==> src/hdl/rtai_pkg.sv <==
// Shared widths, codes and interface types of the record table.
package rtai_pkg;

    localparam int ID_W           = 27;
    localparam int SLOT_W         = 6;
    localparam int MODE_W         = 2;
    localparam int STATUS_W       = 2;
    localparam int ENTRY_W        = ID_W + 1;
    localparam int S_TDATA_W      = 32;
    localparam int M_TDATA_W      = 64;
    localparam int TABLE_SIZE_DEF = 64;

    localparam logic [ID_W-1:0] ID_MAX = ID_W'(99999999);

    localparam logic [MODE_W-1:0] MODE_CLEAR  = 2'd0;
    localparam logic [MODE_W-1:0] MODE_INSERT = 2'd1;
    localparam logic [MODE_W-1:0] MODE_DELETE = 2'd2;
    localparam logic [MODE_W-1:0] MODE_LOOKUP = 2'd3;

    localparam logic [STATUS_W-1:0] STATUS_OK        = 2'd0;
    localparam logic [STATUS_W-1:0] STATUS_FULL      = 2'd1;
    localparam logic [STATUS_W-1:0] STATUS_NOT_FOUND = 2'd2;
    localparam logic [STATUS_W-1:0] STATUS_EXHAUSTED = 2'd3;

    // Sequencer to scan unit.
    typedef struct packed {
        logic start;       // clear accumulators
        logic step;        // an entry is on the read port
        logic match_en;    // compare against the key
        logic drop_match;  // matched entry is being freed
    } scan_ctrl_t;

    // Scan unit to sequencer.
    typedef struct packed {
        logic free_found;
        logic match_found;
        logic others_valid;
    } scan_flags_t;

endpackage

==> src/hdl/rtai_ram.sv <==
// Generic single-write, single-read RAM with registered read data.
module rtai_ram #(
    parameter int WIDTH = 8,
    parameter int DEPTH = 16,
    localparam int AW = (DEPTH > 1) ? $clog2(DEPTH) : 1
) (
    input  logic             clk,
    input  logic             we,
    input  logic [AW-1:0]    waddr,
    input  logic [WIDTH-1:0] wdata,
    input  logic             re,
    input  logic [AW-1:0]    raddr,
    output logic [WIDTH-1:0] rdata
);

    logic [WIDTH-1:0] mem [DEPTH];

    always_ff @(posedge clk)
    begin
        if (we)
        begin
            mem[waddr] <= wdata;
        end
        if (re)
        begin
            rdata <= mem[raddr];
        end
    end

endmodule

==> src/hdl/rtai_scan.sv <==
// Shared compare unit: first free slot, first key match and largest identifier.
module rtai_scan #(
    parameter int TABLE_SIZE = rtai_pkg::TABLE_SIZE_DEF,
    localparam int AW = (TABLE_SIZE > 1) ? $clog2(TABLE_SIZE) : 1
) (
    input  logic                         clk,
    input  logic                         rst_n,
    input  rtai_pkg::scan_ctrl_t         ctrl,
    input  logic [AW-1:0]                idx,
    input  logic [rtai_pkg::ENTRY_W-1:0] entry,
    input  logic [rtai_pkg::ID_W-1:0]    key,
    output rtai_pkg::scan_flags_t        flags,
    output logic [AW-1:0]                free_pos,
    output logic [AW-1:0]                match_pos,
    output logic [rtai_pkg::ID_W-1:0]    best_id
);

    import rtai_pkg::*;

    scan_flags_t     flags_reg, flags_next;
    logic [AW-1:0]   free_pos_reg, free_pos_next;
    logic [AW-1:0]   match_pos_reg, match_pos_next;
    logic [ID_W-1:0] best_reg, best_next;
    logic            ent_valid;
    logic [ID_W-1:0] ent_id;
    logic            hit;
    logic            counts;

    assign ent_valid = entry[ENTRY_W-1];
    assign ent_id    = entry[ID_W-1:0];

    // only the lowest match is taken
    assign hit    = ctrl.match_en && ent_valid && (ent_id == key) && !flags_reg.match_found;
    // an entry that is about to be freed does not count toward max or occupancy
    assign counts = ent_valid && !(hit && ctrl.drop_match);

    always_comb
    begin
        flags_next     = flags_reg;
        free_pos_next  = free_pos_reg;
        match_pos_next = match_pos_reg;
        best_next      = best_reg;
        if (ctrl.start)
        begin
            flags_next = '0;
            best_next  = '0;
        end
        else if (ctrl.step)
        begin
            if (!ent_valid && !flags_reg.free_found)
            begin
                flags_next.free_found = 1'b1;
                free_pos_next         = idx;
            end
            if (hit)
            begin
                flags_next.match_found = 1'b1;
                match_pos_next         = idx;
            end
            if (counts)
            begin
                flags_next.others_valid = 1'b1;
                if (ent_id > best_reg)
                begin
                    best_next = ent_id;
                end
            end
        end
    end

    always_ff @(posedge clk or negedge rst_n)
    begin
        if (!rst_n)
        begin
            flags_reg <= '0;
        end
        else
        begin
            flags_reg <= flags_next;
        end
    end

    always_ff @(posedge clk)
    begin
        free_pos_reg  <= free_pos_next;
        match_pos_reg <= match_pos_next;
        best_reg      <= best_next;
    end

    assign flags     = flags_reg;
    assign free_pos  = free_pos_reg;
    assign match_pos = match_pos_reg;
    assign best_id   = best_reg;

endmodule

==> src/hdl/record_table_with_auto_id.sv <==
// Record table with automatic identifiers: sequencer, table RAM and output register.
//
// Each transaction (clear, insert, delete, lookup) returns one result. Insert, delete
// and lookup scan every entry of the table before the next acceptance; clear instead
// sweeps every entry to zero. The table RAM has one read port, so the scan for the free
// slot, the key match and the largest identifier visits one entry per cycle, followed
// by a done state that forms the result and writes back once the output register is
// free. After reset the RAM is swept clear with s_tready low. A finished result waits
// in the output register without blocking the next input transaction.
module record_table_with_auto_id #(
    parameter int TABLE_SIZE = rtai_pkg::TABLE_SIZE_DEF
) (
    input  logic                           clk,
    input  logic                           rst_n,
    input  logic                           s_tvalid,
    output logic                           s_tready,
    input  logic [rtai_pkg::S_TDATA_W-1:0] s_tdata,   // key_id[26:0]
    input  logic [rtai_pkg::MODE_W-1:0]    s_tuser,   // mode[1:0]
    output logic                           m_tvalid,
    input  logic                           m_tready,
    output logic [rtai_pkg::M_TDATA_W-1:0] m_tdata,   // slot[5:0], id_out[32:6],
                                                      // is_empty[33], next_id[60:34]
    output logic [rtai_pkg::STATUS_W-1:0]  m_tuser    // status[1:0]
);

    import rtai_pkg::*;

    localparam int AW = (TABLE_SIZE > 1) ? $clog2(TABLE_SIZE) : 1;
    localparam int CW = AW + 1;
    localparam logic [CW-1:0] CNT_LAST = CW'(TABLE_SIZE - 1);
    localparam logic [CW-1:0] CNT_END  = CW'(TABLE_SIZE);

    localparam logic [2:0] ST_INIT  = 3'd0;
    localparam logic [2:0] ST_IDLE  = 3'd1;
    localparam logic [2:0] ST_CLEAR = 3'd2;
    localparam logic [2:0] ST_SCAN  = 3'd3;
    localparam logic [2:0] ST_DONE  = 3'd4;

    logic [2:0]           state_reg, state_next;
    logic [CW-1:0]        cnt_reg, cnt_next;
    logic                 pend_reg, pend_next;
    logic [AW-1:0]        rd_idx_reg;
    logic [MODE_W-1:0]    mode_reg;
    logic [ID_W-1:0]      key_reg;
    logic                 m_tvalid_reg, m_tvalid_next;
    logic [M_TDATA_W-1:0] m_tdata_reg;
    logic [STATUS_W-1:0]  m_tuser_reg;

    logic                 accept;
    logic                 sweeping;
    logic                 out_free;
    logic                 finish;

    logic                 ram_we;
    logic [AW-1:0]        ram_waddr;
    logic [ENTRY_W-1:0]   ram_wdata;
    logic                 ram_re;
    logic [ENTRY_W-1:0]   ram_rdata;

    scan_ctrl_t           ctrl;
    scan_flags_t          flags;
    logic [AW-1:0]        free_pos;
    logic [AW-1:0]        match_pos;
    logic [ID_W-1:0]      best_id;

    logic [ID_W-1:0]      best_inc;
    logic [ID_W-1:0]      best_inc2;
    logic [ID_W-1:0]      next_keep;
    logic                 exhausted;

    logic [STATUS_W-1:0]  res_status;
    logic [SLOT_W-1:0]    res_slot;
    logic [ID_W-1:0]      res_id;
    logic                 res_empty;
    logic [ID_W-1:0]      res_next;
    logic                 wr_req;
    logic [AW-1:0]        wr_addr;
    logic [ENTRY_W-1:0]   wr_data;

    assign s_tready = (state_reg == ST_IDLE);
    assign accept   = s_tvalid && s_tready;
    assign sweeping = (state_reg == ST_INIT) || (state_reg == ST_CLEAR);
    assign out_free = !m_tvalid_reg || m_tready;
    assign finish   = (state_reg == ST_DONE) && out_free;

    rtai_ram #(
        .WIDTH (ENTRY_W),
        .DEPTH (TABLE_SIZE)
    ) u_ram (
        .clk   (clk),
        .we    (ram_we),
        .waddr (ram_waddr),
        .wdata (ram_wdata),
        .re    (ram_re),
        .raddr (cnt_reg[AW-1:0]),
        .rdata (ram_rdata)
    );

    assign ram_re    = (state_reg == ST_SCAN) && (cnt_reg != CNT_END);
    assign ram_we    = sweeping || (finish && wr_req);
    assign ram_waddr = sweeping ? cnt_reg[AW-1:0] : wr_addr;
    assign ram_wdata = sweeping ? '0 : wr_data;

    always_comb
    begin
        ctrl            = '0;
        ctrl.start      = accept;
        ctrl.step       = pend_reg;
        ctrl.match_en   = (mode_reg == MODE_DELETE) || (mode_reg == MODE_LOOKUP);
        ctrl.drop_match = (mode_reg == MODE_DELETE);
    end

    rtai_scan #(
        .TABLE_SIZE (TABLE_SIZE)
    ) u_scan (
        .clk       (clk),
        .rst_n     (rst_n),
        .ctrl      (ctrl),
        .idx       (rd_idx_reg),
        .entry     (ram_rdata),
        .key       (key_reg),
        .flags     (flags),
        .free_pos  (free_pos),
        .match_pos (match_pos),
        .best_id   (best_id)
    );

    // next_id with the table as the scan left it, and after a successful insert
    assign best_inc  = best_id + ID_W'(1);
    assign best_inc2 = best_id + ID_W'(2);
    assign exhausted = (best_id >= ID_MAX);
    assign next_keep = exhausted ? ID_MAX : best_inc;

    always_comb
    begin
        res_status = STATUS_OK;
        res_slot   = '0;
        res_id     = '0;
        res_empty  = !flags.others_valid;
        res_next   = next_keep;
        wr_req     = 1'b0;
        wr_addr    = free_pos;
        wr_data    = {1'b1, best_inc};
        case (mode_reg)
            MODE_CLEAR:
            begin
                res_empty = 1'b1;
                res_next  = ID_W'(1);
            end
            MODE_INSERT:
            begin
                if (!flags.free_found)
                begin
                    res_status = STATUS_FULL;
                end
                else if (exhausted)
                begin
                    res_status = STATUS_EXHAUSTED;
                end
                else
                begin
                    res_slot  = SLOT_W'(free_pos);
                    res_id    = best_inc;
                    res_empty = 1'b0;
                    res_next  = (best_id >= ID_MAX - ID_W'(1)) ? ID_MAX : best_inc2;
                    wr_req    = 1'b1;
                end
            end
            default:
            begin
                wr_addr = match_pos;
                wr_data = {1'b0, key_reg};
                if (!flags.match_found)
                begin
                    res_status = STATUS_NOT_FOUND;
                end
                else
                begin
                    res_slot = SLOT_W'(match_pos);
                    res_id   = key_reg;
                    wr_req   = (mode_reg == MODE_DELETE);
                end
            end
        endcase
    end

    always_comb
    begin
        state_next = state_reg;
        cnt_next   = cnt_reg;
        pend_next  = 1'b0;
        case (state_reg)
            ST_INIT, ST_CLEAR:
            begin
                cnt_next = cnt_reg + CW'(1);
                if (cnt_reg == CNT_LAST)
                begin
                    state_next = (state_reg == ST_INIT) ? ST_IDLE : ST_DONE;
                end
            end
            ST_IDLE:
            begin
                if (accept)
                begin
                    cnt_next   = '0;
                    state_next = (s_tuser == MODE_CLEAR) ? ST_CLEAR : ST_SCAN;
                end
            end
            ST_SCAN:
            begin
                if (cnt_reg == CNT_END)
                begin
                    // last entry is folded in this cycle
                    state_next = ST_DONE;
                end
                else
                begin
                    cnt_next  = cnt_reg + CW'(1);
                    pend_next = 1'b1;
                end
            end
            ST_DONE:
            begin
                if (out_free)
                begin
                    state_next = ST_IDLE;
                end
            end
            default:
            begin
                state_next = ST_IDLE;
            end
        endcase
    end

    always_comb
    begin
        m_tvalid_next = m_tvalid_reg;
        if (finish)
        begin
            m_tvalid_next = 1'b1;
        end
        else if (m_tready)
        begin
            m_tvalid_next = 1'b0;
        end
    end

    always_ff @(posedge clk or negedge rst_n)
    begin
        if (!rst_n)
        begin
            state_reg    <= ST_INIT;
            cnt_reg      <= '0;
            pend_reg     <= 1'b0;
            m_tvalid_reg <= 1'b0;
        end
        else
        begin
            state_reg    <= state_next;
            cnt_reg      <= cnt_next;
            pend_reg     <= pend_next;
            m_tvalid_reg <= m_tvalid_next;
        end
    end

    always_ff @(posedge clk)
    begin
        rd_idx_reg <= cnt_reg[AW-1:0];
        if (accept)
        begin
            mode_reg <= s_tuser;
            key_reg  <= s_tdata[ID_W-1:0];
        end
        if (finish)
        begin
            m_tuser_reg <= res_status;
            m_tdata_reg <= M_TDATA_W'({res_next, res_empty, res_id, res_slot});
        end
    end

    assign m_tvalid = m_tvalid_reg;
    assign m_tdata  = m_tdata_reg;
    assign m_tuser  = m_tuser_reg;

endmodule

==> config.mk <==
export PLATFORM = sky130hd
export DESIGN_NAME = record_table_with_auto_id
export DESIGN_NICKNAME = d
export VERILOG_FILES = /design/src/hdl/rtai_pkg.sv /design/src/hdl/rtai_ram.sv /design/src/hdl/rtai_scan.sv /design/src/hdl/record_table_with_auto_id.sv
export SDC_FILE = /design/constraint.sdc
export NUM_CORES = 2
export LEC_CHECK = 0
export ABC_AREA = 1
export ABC_CLOCK_PERIOD_IN_PS = 7300
export BUFFER_PORTS_ARGS = -buffer_cell sky130_fd_sc_hd__buf_2
export CAP_MARGIN = 15
export CORE_AREA = 2 2 403 405
export DETAILED_ROUTE_END_ITERATION = 16
export DIE_AREA = 0 0 405 407
export PLACE_DENSITY = 0.62
export SYNTH_ARGS = -nofsm -noshare
export SYNTH_HDL_FRONTEND = slang
export SYNTH_SLANG_ARGS = --single-unit
==> constraint.sdc <==
create_clock -name clk -period 7.3 [get_ports clk]
set_input_delay 0.73 -clock clk [delete_from_list [all_inputs] [get_ports clk]]
set_output_delay 0.73 -clock clk [all_outputs]
set_load 0.005 [all_outputs]
## Word level (Yosys, flattened, before mapping)

Memory sizes are Yosys's and may differ from the RTL's. A register that Yosys moved wholly into a read port is not among the register bits.
Cells that the tools add are included.

- Register bits after elaboration: 152
- RAM bits: 1792
- Memories: 1

Memories:

| memory | words | bits a word | rd ports | clocked after memory_dff | write ports | RTL line | RTL |
|---|---|---|---|---|---|---|---|
| u_ram.mem | 64 | 28 | 1 | 1 | 1 | rtai_ram.sv:16 | `logic [WIDTH-1:0] mem [DEPTH];` |

- Add/sub/neg operators: 3
- Order comparisons: 3
- Equality and inequality tests: 16
- Multiplexer cells: 49
- Bitwise operators: 1
- Reductions and logical operators: 39

Operator list:

| kind | count |
|---|---|
| two-way mux 27 bit | 7 |
| one-hot mux 27 bit (2 select lines) | 2 |
| two-way mux 28 bit | 2 |
| >= comparator 27 bit (second input constant) | 2 |
| two-way mux 6 bit | 5 |
| adder 27 x 1 -> 27 bit (second input constant) | 1 |
| adder 27 x 2 -> 27 bit (second input constant) | 1 |
| equality test 27 bit | 1 |
| greater-than comparator 27 bit | 1 |
| two-way mux 3 bit | 7 |
| one-hot mux 7 bit (3 select lines) | 1 |
| two-way mux 1 bit | 15 |
| two-way mux 7 bit | 2 |
| one-hot mux 3 bit (4 select lines) | 1 |
| one-hot mux 6 bit (2 select lines) | 1 |
| AND reduction 3 bit | 4 |
| logical AND 1 bit | 10 |
| nonzero test 2 bit | 5 |
| adder 7 x 1 -> 7 bit (second input constant) | 1 |
| equality test 7 x 6 -> 1 bit (second input constant) | 1 |
| equality test 7 bit (second input constant) | 1 |
| != test 7 bit (second input constant) | 1 |
| equality test 3 x 2 -> 1 bit (second input constant) | 2 |
| zero test 1 bit | 6 |
| 17 further kinds | 31 |

## Depth between registers and ports, before layout

- Depth after elaboration: 11
- Gate-level depth with buffers: 17
- Gate-level depth less buffers: 15

## Hierarchy

From an unflattened synthesis, not the netlist that was laid out.

- Cell total of the unflattened synthesis: 7378
- Area, all modules: 83203.5 um^2

By module, submodules not included:

| module | times used | cells an instance | area each (um^2) | seq. area each (um^2) |
|---|---|---|---|---|
| rtai_ram | 1 | 6085 | 73178.9 | 54652.4 |
| record_table_with_auto_id | 1 | 874 | 6936.7 | 3183.1 |
| rtai_scan | 1 | 419 | 3088.0 | 975.9 |

## Least setup slack after synthesis

No wires, ideal clock.

- Path kind: input to register
- Start: input m_tready
- End: memory u_ram.mem[0][0] (netlist bit), enable pin
- Data arrival time: 5.397 ns
- Required time: 6.887 ns
- Slack: 1.490 ns
- Cell stages on the path: 6
- Buffers on the path: 0
- Cells stage by stage: nor2_1 -> nor2_1 -> nand2_2 -> nand2_8 -> nand2_4 -> nor2_1

- Longest elaborated chain between the ends: 6

Ends and longest elaborated chain:

| what | RTL line | RTL |
|---|---|---|
| from (decl) | record_table_with_auto_id.sv:20 | `input logic m_tready,` |
| logical OR 1 bit | record_table_with_auto_id.sv:83 | `assign out_free = !m_tvalid_reg \|\| m_tready;` |
| logical AND 1 bit | record_table_with_auto_id.sv:84 | `assign finish = (state_reg == ST_DONE) && out_free;` |
| named net finish | record_table_with_auto_id.sv:52 | `logic finish;` |
| logical AND 1 bit | record_table_with_auto_id.sv:100 | `assign ram_we = sweeping \|\| (finish && wr_req);` |
| logical OR 1 bit | record_table_with_auto_id.sv:100 |  |
| two-way mux 1 bit | rtai_ram.sv:20 | `if (we)` |
| two-way mux 1 bit (not written as such) | rtai_ram.sv:22 | `mem[waddr] <= wdata;` |
| to (decl) | rtai_ram.sv:16 |  |

The timed path passes the listed nets, and every way through them passes these cells.

## Worst setup path in the final report

- Start: register state_reg[2]
- End: memory u_ram.mem[44][12] (netlist bit), enable pin

- Longest elaborated chain between the ends: 6

Ends and longest elaborated chain:

| what | RTL line | RTL |
|---|---|---|
| from (decl) | record_table_with_auto_id.sv:39 | `logic [2:0] state_reg, state_next;` |
| from (signal assigned) | record_table_with_auto_id.sv:260 | `state_reg <= state_next;` |
| equality test 3 bit | record_table_with_auto_id.sv:84 |  |
| logical AND 1 bit | record_table_with_auto_id.sv:84 |  |
| logical AND 1 bit | record_table_with_auto_id.sv:100 |  |
| logical OR 1 bit | record_table_with_auto_id.sv:100 |  |
| two-way mux 1 bit | rtai_ram.sv:20 |  |
| two-way mux 1 bit (not written as such) | rtai_ram.sv:22 |  |

Several ways; a longest one is shown, not always the timed one.

==> metrics.md <==
| Metric | Value |
|---|---|
| CTS Buf Count | `198` |
| Critical path required time | `roughly 7700 ps` |
| Max Clk Rate | `~0.22 GHz` |
| Fraction of layout cells with a size suffix above 1 | `0.0895` |
| Total GRT Usage | `0.272` |
| Core Area | `approximately 160000 um2` |
| Initial Util | `0.499` |
| Final setup viols | `0` |
| I/O Buffers | `97` |
| CP top delay family | `simple AND/OR/NAND/NOR gates` |
| Post-CTS Setup Inserts | `0` |
| Clock transition at the registers of the reported paths | `approximately 60 ps` |
| Die width | `405 um` |
| Fin Setup TNS | `0 ps` |
| Largest net degree at the start of global routing | `roughly 210` |
| Post-synthesis cell count | `6385` |
| CTS Root Cell | `clkbuf_16` |
| Startpoint types | `flip-flop` |
| Tightest hold margin | `between 70 and 80 ps` |
| CTS tree | `built` |
| CP max FO | `30` |
| Worst EP arrival | `between 4000 and 5000 ps` |
| Synth-to-layout area growth | `11.3%` |
| H-tree levels | `4` |
| Final min period | `~4500 ps` |
| Setup Skew | `roughly 41 ps` |
| Worst path slowest cell | `nor2_4` |
| Crit path cell chain | `nor2_2 -> inv_1 -> buf_4 -> o21ai_0 -> nand2_1 -> nor2_4` |
| Area of the multi-input gates | `19400 um2` |
| Final instance area | `89000 um2` |
| Vias/cell | `between 5 and 6` |
| Mean routed wirelength per cell | `approximately 26 um` |
| CP Launch Point | `state_reg[2]` |
| Maximum vdd drop | `~0.0005 V` |
| Worst slew pin tran | `1200 ps` |
| Leak Pwr | `about 29 nW` |
| CTS Buffer Depth | `3` |
| Tcrit/Tclk final | `0.610` |
| Yosys reg bits | `between 1.5k and 2k` |
| Final Total Pwr | `between 30 and 40 mW` |
| Sequential share of the synthesized area | `0.735` |
| RSZ-0062 raised after global routing | `false` |
| Final WL | `227 mm` |
| 1st-iter DRT viols | `between 6k and 7k` |
| First-pass DRT Iterations | `6` |
| Routed Antenna Nets | `0` |
| Via count | `~52k` |
| Synth area leaders | `edfxtp_1, o21ai_0, nor2_1` |
| Final Hold Vio Count | `0` |
| Post-synth top area share | `0.722` |
| EDFF count, synth | `approximately 1.9k` |
| Layout net count | `6415` |
| Worst R2R Path Depth | `6` |
| Setup CP Type | `reg2reg` |
| Reg-to-reg endpoint | `u_ram.mem[44][12]` |
| Die Y | `approximately 410 um` |
| Fraction of registers with async set/reset | `0.00761` |
| Netlist Area Pre-Place | `80000 um2` |
| Top cell type by total area after synthesis | `edfxtp_1` |
| Max Slew Vio Count | `0` |
| Full die area | `between 150000 and 200000 um2` |
| I/O Pins | `106` |
| Worst skew pair latency | `slightly above 800 ps` |
| Slowest stage delay, CP | `between 1000 and 1500 ps` |
| HPWL after DPL | `between 100 and 150 mm` |
| Filler Cell Count | `around 13k` |
| Slew HR | `0.197` |
| Synthesized area per cell | `between 10 and 15 um2` |
| Gp weighted congestion | `about 0.92` |
| CP Buf/Inv Count | `2` |
| Synth Flop Type | `edfxtp_1` |
| Hold Path Depth | `1` |
| Critical Path Stages | `6` |
| Pwr/cell area | `between 400 and 500 nW/um2` |
| Hold Crit Class | `in2reg` |
| Flop2flop setup slack | `2840 ps` |
| Type of destination of the critical path | `flip-flop` |
| DRC | `0` |
| # rows | `between 100 and 150` |
| Vias in the first global route | `47.7k` |
| Worst Setup EP | `u_ram.mem[44][12]` |
| Status | `finished, final reports clean` |
| Num Clock Sinks | `around 2.0k` |
| Initial antenna violation count | `6` |
| Area after DPL | `about 83000 um2` |
| Number of flip-flops in the largest register | `~1.8k` |
| FF-to-FF Start | `state_reg[2]` |
| MaxCap Viol Count | `0` |
| Gr ovfl total | `0` |
| First-pass GRT wire length | `~330 mm` |
| Netlist cell types | `52` |
| Warnings from Yosys | `0` |
| Sequential cell area | `around 60000 um2` |
cell families (layout without fill, tap and decap cells):
| logic type | after synthesis | after routing | synth area share |
|---|---|---|---|
| simple gates | 2178 | 2178 | 0.111 |
| buf+inv | 590 | 708 | 0.0312 |
| compound gates | 1556 | 1556 | 0.111 |
| fa+ha+maj | 32 | 32 | 0.00501 |
| flops | 1972 | 1972 | 0.735 |
| xor+xnor | 56 | 56 | 0.00613 |
| other cells | 1 | 4 | 0.0000469 |
cell usage after synthesis, types with 7 or more instances:
cell type     n
edfxtp_1   1924
nor2_1     1200
o21ai_0     966
nand2_1     609
o22ai_1     269
nand3_1     248
clkbuf_1    247
inv_1       154
buf_2       133
o221ai_1    127
o211ai_1    104
a21oi_1      70
nand4_1      64
xor2_1       38
dfxtp_1      33
ha_1         32
buf_4        19
xnor2_1      18
buf_1        17
nor3_1       17
dfrtp_1      15
o21ai_1      11
inv_2         9
nand2_4       8
nand2_2       7
layout by cell type, fill, tap and decap left out, types with 18 or more instances in the layout:
master,netlist,layout
a21oi_1,70,55
buf_2,133,97
buf_4,19,69
clkbuf_1,247,61
clkbuf_16,0,200
clkinv_1,4,41
clkinv_2,0,23
dfxtp_1,33,33
edfxtp_1,1924,1924
ha_1,32,32
inv_1,154,140
inv_2,9,20
nand2_1,609,609
nand3_1,248,248
nand4_1,64,64
nor2_1,1200,1132
nor2_4,2,70
o211ai_1,104,104
o21ai_0,966,966
o221ai_1,127,127
o22ai_1,269,269
xnor2_1,18,18
xor2_1,38,38
where the power goes:
group          internal, mW  total, mW  switching (mW)
Sequential             14.8       15.3           0.567
Combinational          2.78       12.5            9.68
Clock                  5.58       9.83            4.25
area by class of cell:
cell class | instances | share of cell area
Antenna cell | 1 | 0.0000281
Clock buffer | 270 | 0.0602
Tap cell | 2160 | 0.0304
Timing Repair Buffer | 181 | 0.0144
Inverter | 167 | 0.00729
Sequential cell | 1972 | 0.661
Multi-Input combinational cell | 3825 | 0.218
Clock inverter | 90 | 0.00939
routing by layer:
metal	wire, um	track usage
met5	12	0
met4	8200	0.0990
met3	18500	0.0446
met2	105000	0.421
met1	95300	0.389
repair_timing:
item	in CTS	in global routing
endpoints found under the hold margin	15	0
gates resized for setup	0	0
hold buffers	1	0
how the worst min path moves through the flow:
stage	slack [ps]	startpoint	endpoint
global route	60	s_tdata[3]	key_reg[3]
detailed placement	420	rd_idx_reg[0]	u_scan.free_pos[0]
finish	70	s_tdata[9]	key_reg[9]
floorplan	340	cnt_reg[4]	rd_idx_reg[4]
global placement	410	rd_idx_reg[4]	u_scan.match_pos[4]
CTS	20	s_tdata[9]	key_reg[9]
per-stage QoR:
stage | instances | setup WS [ps] | util
6_report | 8666 | 2840 | 0.556
5_1_grt | 8665 | 2620 | 0.556
4_1_cts | 8661 | 2920 | 0.555
3_5_place_dp | 8300 | 2910 | 0.517
3_3_place_gp | 8300 | 2940 | 0.517
2_1_floorplan | 6387 | 1490 | -
No activity file was read; power rests on OpenSTA's default activity.
